File: src/hw/rtl/substring_first_match_search_core_macros.svh
// Assertion helpers for the substring search core.
`ifndef SUBSTRING_FIRST_MATCH_SEARCH_CORE_MACROS_SVH
`define SUBSTRING_FIRST_MATCH_SEARCH_CORE_MACROS_SVH

// Same-cycle implication, off while in reset.
`define SFMS_ASSERT_IMPL(lbl, clk, rst_n, ante, cons) \
  lbl: assert property (@(posedge clk) disable iff (!(rst_n)) (ante) |-> (cons)) \
    else $error("sfms: same-cycle check failed");

// Next-cycle implication, off while in reset.
`define SFMS_ASSERT_NEXT(lbl, clk, rst_n, ante, cons) \
  lbl: assert property (@(posedge clk) disable iff (!(rst_n)) (ante) |=> (cons)) \
    else $error("sfms: next-cycle check failed");

`endif

File: src/hw/rtl/sfms_pkg.sv
`default_nettype none

package sfms_pkg;

  localparam int unsigned HAY_W      = 8;
  localparam int unsigned POS_OUT_W  = 32;
  localparam int unsigned LEN_W      = 6;
  localparam int unsigned CFG_IDX_W  = 3;
  localparam int unsigned CFG_DATA_W = 64;
  localparam int unsigned NEEDLE_WORDS = 4;
  localparam int unsigned NEEDLE_SLOTS = 32;   // bytes held by the four needle words
  localparam int unsigned SLOT_W       = 5;

  typedef enum logic [CFG_IDX_W-1:0] {
    CFG_NEEDLE_LEN = 3'd0,
    CFG_NEEDLE_W0  = 3'd1,
    CFG_NEEDLE_W1  = 3'd2,
    CFG_NEEDLE_W2  = 3'd3,
    CFG_NEEDLE_W3  = 3'd4
  } cfg_reg_e;

  typedef struct packed {
    logic                 found;
    logic [POS_OUT_W-1:0] position;
  } result_t;

endpackage

`default_nettype wire

File: src/hw/rtl/sfms_if.sv
`default_nettype none

// Haystack byte channel.
interface sfms_in_if import sfms_pkg::*; ();
  logic             valid;
  logic             ready;
  logic [HAY_W-1:0] hay_byte;
  logic             last_byte;

  modport source (output valid, hay_byte, last_byte, input ready);
  modport sink   (input valid, hay_byte, last_byte, output ready);
endinterface

// Result channel.
interface sfms_out_if import sfms_pkg::*; ();
  logic                 valid;
  logic                 ready;
  logic                 found;
  logic [POS_OUT_W-1:0] position;

  modport source (output valid, found, position, input ready);
  modport sink   (input valid, found, position, output ready);
endinterface

`default_nettype wire

File: src/hw/rtl/substring_first_match_search_core.sv
// Result path: a result is registered at the edge that takes the deciding byte and is
//   offered in the following cycle, or waits in the skid slot behind a held result.
// Throughput: one haystack byte per cycle; the full window compare is one pass.
//   Input ready drops only while both the result register and its skid slot are full.
// Reset: needle registers, byte counter, done flag and result slots clear at once;
//   the byte window is not cleared and needs no clearing pass.
`default_nettype none

`include "substring_first_match_search_core_macros.svh"

module substring_first_match_search_core
  import sfms_pkg::*;
#(
  parameter int unsigned NEEDLE_MAX = 32,  // 2..32 window bytes
  parameter int unsigned POS_WIDTH  = 32   // 8..48 byte counter bits
) (
  input  wire                   clk_i,
  input  wire                   rst_ni,
  // configuration write port
  input  wire                   cfg_we_i,
  input  wire  [CFG_IDX_W-1:0]  cfg_idx_i,
  input  wire  [CFG_DATA_W-1:0] cfg_data_i,
  // haystack beats in, results out
  sfms_in_if.sink               in_i,
  sfms_out_if.source            out_o
);

  // --------------------------------------------------------------------------
  // Needle configuration
  // --------------------------------------------------------------------------
  logic [LEN_W-1:0]                        needle_len_q;
  logic [NEEDLE_WORDS-1:0][CFG_DATA_W-1:0] needle_w_q;

  always_ff @(posedge clk_i or negedge rst_ni) begin
    if (!rst_ni) begin
      needle_len_q <= '0;
      needle_w_q   <= '0;
    end else if (cfg_we_i) begin
      case (cfg_reg_e'(cfg_idx_i))
        CFG_NEEDLE_LEN: needle_len_q  <= cfg_data_i[LEN_W-1:0];
        CFG_NEEDLE_W0:  needle_w_q[0] <= cfg_data_i;
        CFG_NEEDLE_W1:  needle_w_q[1] <= cfg_data_i;
        CFG_NEEDLE_W2:  needle_w_q[2] <= cfg_data_i;
        CFG_NEEDLE_W3:  needle_w_q[3] <= cfg_data_i;
        default: ;  // unused indexes are dropped
      endcase
    end
  end

  // byte k of the needle, little-endian inside each word
  logic [NEEDLE_SLOTS-1:0][HAY_W-1:0] needle_bytes;
  assign needle_bytes = needle_w_q;

  // lengths past the window depth clamp to the window depth
  localparam logic [LEN_W-1:0] LenMax = LEN_W'(NEEDLE_MAX);
  logic [LEN_W-1:0] len_eff;
  assign len_eff = (needle_len_q > LenMax) ? LenMax : needle_len_q;

  // --------------------------------------------------------------------------
  // Haystack state
  // --------------------------------------------------------------------------
  logic [NEEDLE_MAX-1:0][HAY_W-1:0] win_q, win_d;   // entry 0 = newest byte
  logic [POS_WIDTH-1:0]             cnt_q, cnt_d;
  logic                             given_q, given_d;

  logic                 in_acc;
  logic [POS_WIDTH-1:0] cnt_inc;
  logic [NEEDLE_MAX-1:0] lane_ok;
  logic                 len_zero;
  logic                 long_enough;
  logic                 hit;
  logic                 emit;
  logic                 push;
  result_t              res_new;

  assign in_acc = in_i.valid && in_i.ready;

  // window after shifting in the current beat
  logic [NEEDLE_MAX-1:0][HAY_W-1:0] win_shift;
  assign win_shift = {win_q[NEEDLE_MAX-2:0], in_i.hay_byte};

  // saturating byte count including this beat
  assign cnt_inc = (&cnt_q) ? cnt_q : cnt_q + POS_WIDTH'(1);

  // Window entry j lines up with needle byte len-1-j; lanes past len always pass.
  always_comb begin
    for (int j = 0; j < NEEDLE_MAX; j++) begin
      logic [LEN_W-1:0] nidx;
      nidx = len_eff - LEN_W'(j) - LEN_W'(1);
      if (LEN_W'(j) < len_eff) begin
        lane_ok[j] = (win_shift[j] == needle_bytes[nidx[SLOT_W-1:0]]);
      end else begin
        lane_ok[j] = 1'b1;
      end
    end
  end

  assign len_zero    = (len_eff == '0);
  assign long_enough = (cnt_inc >= POS_WIDTH'(len_eff));
  assign hit         = len_zero || (long_enough && (&lane_ok));
  assign emit        = !given_q && (hit || in_i.last_byte);
  assign push        = in_acc && emit;

  // empty needle reports position zero; a miss reports zero as well
  assign res_new.found    = hit;
  assign res_new.position = (hit && !len_zero) ?
                            POS_OUT_W'(cnt_inc - POS_WIDTH'(len_eff)) : '0;

  // After a result, beats are swallowed until the last one, which restarts
  // without shifting the window.
  always_comb begin
    win_d   = win_q;
    cnt_d   = cnt_q;
    given_d = given_q;
    if (in_acc) begin
      if (!given_q) begin
        win_d = win_shift;
        cnt_d = cnt_inc;
      end
      if (in_i.last_byte) begin
        cnt_d   = '0;
        given_d = 1'b0;
      end else if (emit) begin
        given_d = 1'b1;
      end
    end
  end

  always_ff @(posedge clk_i) begin
    win_q <= win_d;
  end

  always_ff @(posedge clk_i or negedge rst_ni) begin
    if (!rst_ni) begin
      cnt_q   <= '0;
      given_q <= 1'b0;
    end else begin
      cnt_q   <= cnt_d;
      given_q <= given_d;
    end
  end

  // --------------------------------------------------------------------------
  // Result register with skid slot
  // --------------------------------------------------------------------------
  logic    out_valid_q, out_valid_d;
  logic    skid_valid_q, skid_valid_d;
  result_t out_q, out_d;
  result_t skid_q, skid_d;
  logic    pop;

  assign pop        = out_valid_q && out_o.ready;
  // a free skid slot always has room for this beat's result
  assign in_i.ready = !skid_valid_q;

  always_comb begin
    out_valid_d  = out_valid_q;
    skid_valid_d = skid_valid_q;
    out_d        = out_q;
    skid_d       = skid_q;
    if (pop) begin
      if (skid_valid_q) begin
        out_d        = skid_q;
        skid_valid_d = 1'b0;
      end else begin
        out_valid_d = push;
        out_d       = res_new;
      end
    end else if (push) begin
      if (!out_valid_q) begin
        out_valid_d = 1'b1;
        out_d       = res_new;
      end else begin
        skid_valid_d = 1'b1;
        skid_d       = res_new;
      end
    end
  end

  always_ff @(posedge clk_i or negedge rst_ni) begin
    if (!rst_ni) begin
      out_valid_q  <= 1'b0;
      skid_valid_q <= 1'b0;
    end else begin
      out_valid_q  <= out_valid_d;
      skid_valid_q <= skid_valid_d;
    end
  end

  always_ff @(posedge clk_i) begin
    out_q  <= out_d;
    skid_q <= skid_d;
  end

  assign out_o.valid    = out_valid_q;
  assign out_o.found    = out_q.found;
  assign out_o.position = out_q.position;

  // --------------------------------------------------------------------------
  // Assertions
  // --------------------------------------------------------------------------
  logic live_beat;   // beat taken while a result is still owed
  logic idle_beat;   // non-last beat taken after the result went out
  assign live_beat = in_acc && !given_q;
  assign idle_beat = in_acc && given_q && !in_i.last_byte;

  // skid only fills behind a held result
  `SFMS_ASSERT_IMPL(a_skid_behind_out, clk_i, rst_ni, skid_valid_q, out_valid_q)
  // once done, non-last beats leave the counter and done flag alone
  `SFMS_ASSERT_NEXT(a_hold_after_result, clk_i, rst_ni, idle_beat, given_q && $stable(cnt_q))
  // an empty needle answers on the first live beat
  `SFMS_ASSERT_NEXT(a_empty_needle_answers, clk_i, rst_ni, live_beat && len_zero, out_valid_q)

endmodule

`default_nettype wire

File: src/flat_wrapper.sv
// flat-port wrapper written by rule: the top's interface ports become plain ports
module substring_first_match_search_core_flat import sfms_pkg::*;
#(
  parameter int unsigned NEEDLE_MAX = 32,                       
  parameter int unsigned POS_WIDTH  = 32                             
)
  (clk_i, rst_ni, cfg_we_i, cfg_idx_i, cfg_data_i, in_i_valid, in_i_hay_byte, in_i_last_byte, in_i_ready, out_o_valid, out_o_found, out_o_position, out_o_ready);
  sfms_in_if in_i_i ();
  sfms_out_if out_o_i ();
  input  wire clk_i;
  input  wire rst_ni;
  input  wire cfg_we_i;
  input  wire  [CFG_IDX_W-1:0] cfg_idx_i;
  input  wire  [CFG_DATA_W-1:0] cfg_data_i;
  input wire logic [$bits(in_i_i.valid)-1:0] in_i_valid;
  input wire logic [$bits(in_i_i.hay_byte)-1:0] in_i_hay_byte;
  input wire logic [$bits(in_i_i.last_byte)-1:0] in_i_last_byte;
  output wire logic [$bits(in_i_i.ready)-1:0] in_i_ready;
  output wire logic [$bits(out_o_i.valid)-1:0] out_o_valid;
  output wire logic [$bits(out_o_i.found)-1:0] out_o_found;
  output wire logic [$bits(out_o_i.position)-1:0] out_o_position;
  input wire logic [$bits(out_o_i.ready)-1:0] out_o_ready;
  assign in_i_i.valid = in_i_valid;
  assign in_i_i.hay_byte = in_i_hay_byte;
  assign in_i_i.last_byte = in_i_last_byte;
  assign in_i_ready = in_i_i.ready;
  assign out_o_valid = out_o_i.valid;
  assign out_o_found = out_o_i.found;
  assign out_o_position = out_o_i.position;
  assign out_o_i.ready = out_o_ready;
  substring_first_match_search_core #(.NEEDLE_MAX(NEEDLE_MAX), .POS_WIDTH(POS_WIDTH)) u_core (.clk_i(clk_i), .rst_ni(rst_ni), .cfg_we_i(cfg_we_i), .cfg_idx_i(cfg_idx_i), .cfg_data_i(cfg_data_i), .in_i(in_i_i), .out_o(out_o_i));
endmodule
File: config.mk
export PLATFORM = sky130hd
export DESIGN_NAME = substring_first_match_search_core_flat
export DESIGN_NICKNAME = d
export VERILOG_FILES = /design/src/hw/rtl/sfms_pkg.sv /design/src/hw/rtl/sfms_if.sv /design/src/hw/rtl/substring_first_match_search_core.sv /design/src/flat_wrapper.sv
export VERILOG_INCLUDE_DIRS = /design/src /design/src/hw/rtl
export SDC_FILE = /design/constraint.sdc
export NUM_CORES = 2
export LEC_CHECK = 0
export ABC_AREA = 1
export BUFFER_PORTS_ARGS = -buffer_cell sky130_fd_sc_hd__buf_2
export CORE_UTILIZATION = 45
export DETAILED_ROUTE_END_ITERATION = 8
export GPL_TIMING_DRIVEN = 1
export SYNTH_ARGS = -nofsm -noshare
export SYNTH_HDL_FRONTEND = slang
export SYNTH_SLANG_ARGS = --single-unit
File: constraint.sdc
create_clock -name clk_i -period 23.5 [get_ports clk_i]
set_input_delay 4.7 -clock clk_i [delete_from_list [all_inputs] [get_ports clk_i]]
set_output_delay 4.7 -clock clk_i [all_outputs]
set_load 0.01 [all_outputs]
==> impl_results.md <==
* Ys async rst share at 0.486
* Final setup viols at 0
* CP Max Fanout at 109
* Initial antenna violation count at 13
* Drt first pass iters at 9
* Core ar. at 0.102 mm²
* TNS Setup at 0 ns
* Synthesized area at 0.0463 mm²
* Avg WL per Cell at 30.6 µm
* Vias in the first global route at 48,100
* Initial cell density of the core at 0.454
* Reg-to-reg critical path startpoint: u_core.needle_len_q[0]
* DRC Markers at 0
* Vias at 53,100
* Crit. End Element: flop
* Reg2reg setup slack at 14.22 ns
* CTS tree: done
* Status: finished, violations left
* Internal power at 3.28 mW
* Antenna Violating Nets Remaining at 0
* Reg clk slew, reported paths at 0.06 ns
* Slowest cell on the critical path: inv_1
* CTS sink cnt at 611
* CP top delay family: simple AND/OR/NAND/NOR gates
* Post-Synthesis Cells at 7,072
* Fin Hold WS at 0.453 ns
* Die footprint at 0.104 mm²
* Layout cell share with drive strength beyond 1 at 0.0584
* Die width at 323 µm
* Slew headroom at 0.0142
* Fmax at 0.108 GHz
* Skew final at 0.0363 ns
* VDD IR max at 0.0000743 V
* Switching part of the total at 0.559
* Top-area cell type share of the netlist area at 0.229
* Worst Max-Slew Pin Slew at 1.47 ns
* Clock Root Buffer: clkbuf_16
* Post-CTS sizing at 0
* Register share of total power at 0.233
* Final critical path time including I/O delays and setup at 9.28 ns
* Die Y at 323 µm
* RePlAce Congestion at 1.12
* Sequential Area at 0.0169 mm²
* Clk pwr share at 0.171
* H-tree depth at 3
* Pwr dens at 148 mW/mm²
* NetSw at 4.16 mW
* Multi-input combinational cell area at 0.0257 mm²
* FILL cells at 10,400
* Syn_nets at 7,164
* Most numerous cell in the Yosys netlist: nand2_1
* CP arrival at 9.56 ns
* P&R area growth vs syn at 8.97%
* Most common flop cell mapped by yosys: edfxtp_1
* Combinational Power Share at 0.596
* # Max-Cap Violations at 1
* Max Slew Vio Count at 0
* Final Core Density at 0.495
* Synth cell count leaders: nand2_1 (2,373), nand3_1 (2,113), inv_1 (565)
* Mean Syn Cell Area at 6.54 µm²
* CP startpoint kind: flop
* Final net count at 7,047
* Worst-Skew Late Latency at 0.70 ns
* Leakage power at 24.9 nW
* Overflow after GRT at 0
* DRT iter0 DRCs at 9,024
* Clock Path Buffers at 3
* Post-CTS Setup Bufs at 0
* Count of cell types in the netlist at 47
* Most used cell along the critical path: nand2_1
* CTS hold repair buffers at 0
* RSZ-0062 raised after global routing: no
* CP max stage delay at 0.89 ns
* Total wire length at 256,000 µm
* Largest net degree at the start of global routing at 153
* Row cnt at 117
* Period utilization at 0.395
* Synth area leader: nand3_1
* Post-synth EDFFs at 314
* First-pass GRT wire length at 355,000 µm
* Final Worst Setup Slack at 14.22 ns
* I/O Buffers at 115
* Synth warn at 0
* Area contributors post-synth: nand3_1 (23%), edfxtp_1 (20%), nand2_1 (19%)
* I/O Pins at 116
* Crit path required time at 23.79 ns
* Setup CP Type: reg -> reg
* Pwr Total at 7.44 mW
* Hold path start: u_core.win_q[178]
* CTS buffer count at 75
* Failing checks: capacitance limit
* Worst Hold Class: reg -> reg
* #FFs+latches synth at 611
* Buffers & Inverters on Critical Path at 5
* Post-synthesis sequential area ratio at 0.365
* Final HPWL DP at 191,000 µm
* Gr usage total at 0.488
* Endpoints failing hold at 0
* Place WS at 14.64 ns
* Worst Setup SP: u_core.needle_len_q[0]
* Avg Vias per Cell at 6.32
## layout make-up
class,count,area share
multi-input combinational,5478,0.510
sequential,611,0.335
inverter,594,0.0443
clock buffer,92,0.0414
tap,1368,0.0340
timing repair buffer,195,0.0240
clock inverter,45,0.0108
antenna,11,0.000546
## path summary, 6_finish.rpt
check,to,depth (start not counted)
min,u_core.win_q[186],0
min reg2reg,u_core.win_q[186],0
max,u_core.skid_q[29],27
max in group asynchronous,u_core.needle_bytes[153],4
max reg2reg,u_core.skid_q[29],27
min in group asynchronous,u_core.needle_bytes[175],1
## worst register-to-register path, cell delays in order (launching register included)
cell     delay, ns
dfrtp_4       0.53
nor2_4        0.16
nand3_2       0.13
nand2_8       0.55
nand2_8       0.41
inv_2         0.16
buf_4         0.52
buf_4         0.40
nand2_2       0.13
nand2_4       0.53
inv_2         0.69
nand3_1       0.31
nand2_1       0.07
nand2_1       0.63
nand3_1       0.21
nand3_1       0.15
nand2_1       0.10
nor2_1        0.32
nand2_1       0.11
nor2_1        0.33
nor2_1        0.11
nor2_1        0.19
nand2_1       0.12
nor2_4        0.66
nand2_1       0.18
nand3_1       0.16
nand3_1       0.10
inv_1         0.89
## cells by family (layout without fill, tap and decap cells)
logic type,count (synthesis),count (layout),synth area share
compound gates,430,430,0.0490
xor+xnor,108,108,0.0235
fa+ha+maj,11,11,0.00298
buf+inv,983,926,0.0851
flops,611,611,0.365
other cells,0,11,0
simple gates,4929,4929,0.475
## power by group through the flow
stage / Clock [mW] / Sequential, mW / Combinational (mW)
floorplan: 0 / 1.62 / 2.63
global placement: 0 / 1.73 / 4.18
detailed placement: 0 / 1.73 / 4.18
CTS: 1.27 / 1.71 / 4.20
global route: 1.31 / 1.74 / 4.67
finish: 1.27 / 1.74 / 4.43
## layout by cell type (no fill, tap or decap), types with 27 or more instances in the layout
| cell type | netlist | layout |
|---|---|---|
| nand2_1 | 2373 | 2369 |
| o21ai_0 | 287 | 286 |
| nor3_1 | 27 | 27 |
| nand4_1 | 74 | 74 |
| nor2_1 | 189 | 186 |
| buf_4 | 20 | 78 |
| inv_1 | 565 | 562 |
| buf_2 | 117 | 114 |
| dfrtp_1 | 297 | 296 |
| edfxtp_1 | 314 | 314 |
| xor2_1 | 64 | 64 |
| o21ai_1 | 28 | 29 |
| a21oi_1 | 61 | 60 |
| clkbuf_16 | 0 | 79 |
| nand3b_1 | 120 | 120 |
| nand3_1 | 2113 | 2108 |
| xnor2_1 | 27 | 27 |
## metrics by stage
stage | cells | cell area [µm²]
6_report | 8394 | 50400
5_1_grt | 8387 | 50400
4_1_cts | 8383 | 50400
3_5_place_dp | 8246 | 47700
3_3_place_gp | 8246 | 47700
2_1_floorplan | 7072 | 46300
## state kept, by name, indices dropped and copies added, names as in the netlist
signal                 count
u_core.out_o.found         1
u_core.given_q             1
u_core.out_o.valid         1
u_core.out_o.position     32
u_core.needle_bytes      256
u_core.skid_valid_q        1
u_core.win_q             248
u_core.skid_q             33
u_core.cnt_q              32
u_core.needle_len_q        6
## per-layer routing
layer  global-route usage  vias up  share of wire
met5                    0        -        0.00016
met4                0.484        8           0.12
met3                0.147     1147           0.12
met2                0.715     3932           0.41
met1                0.557    24600           0.35
li1                     -    23400              -
Power figures use the tool's default switching activity.
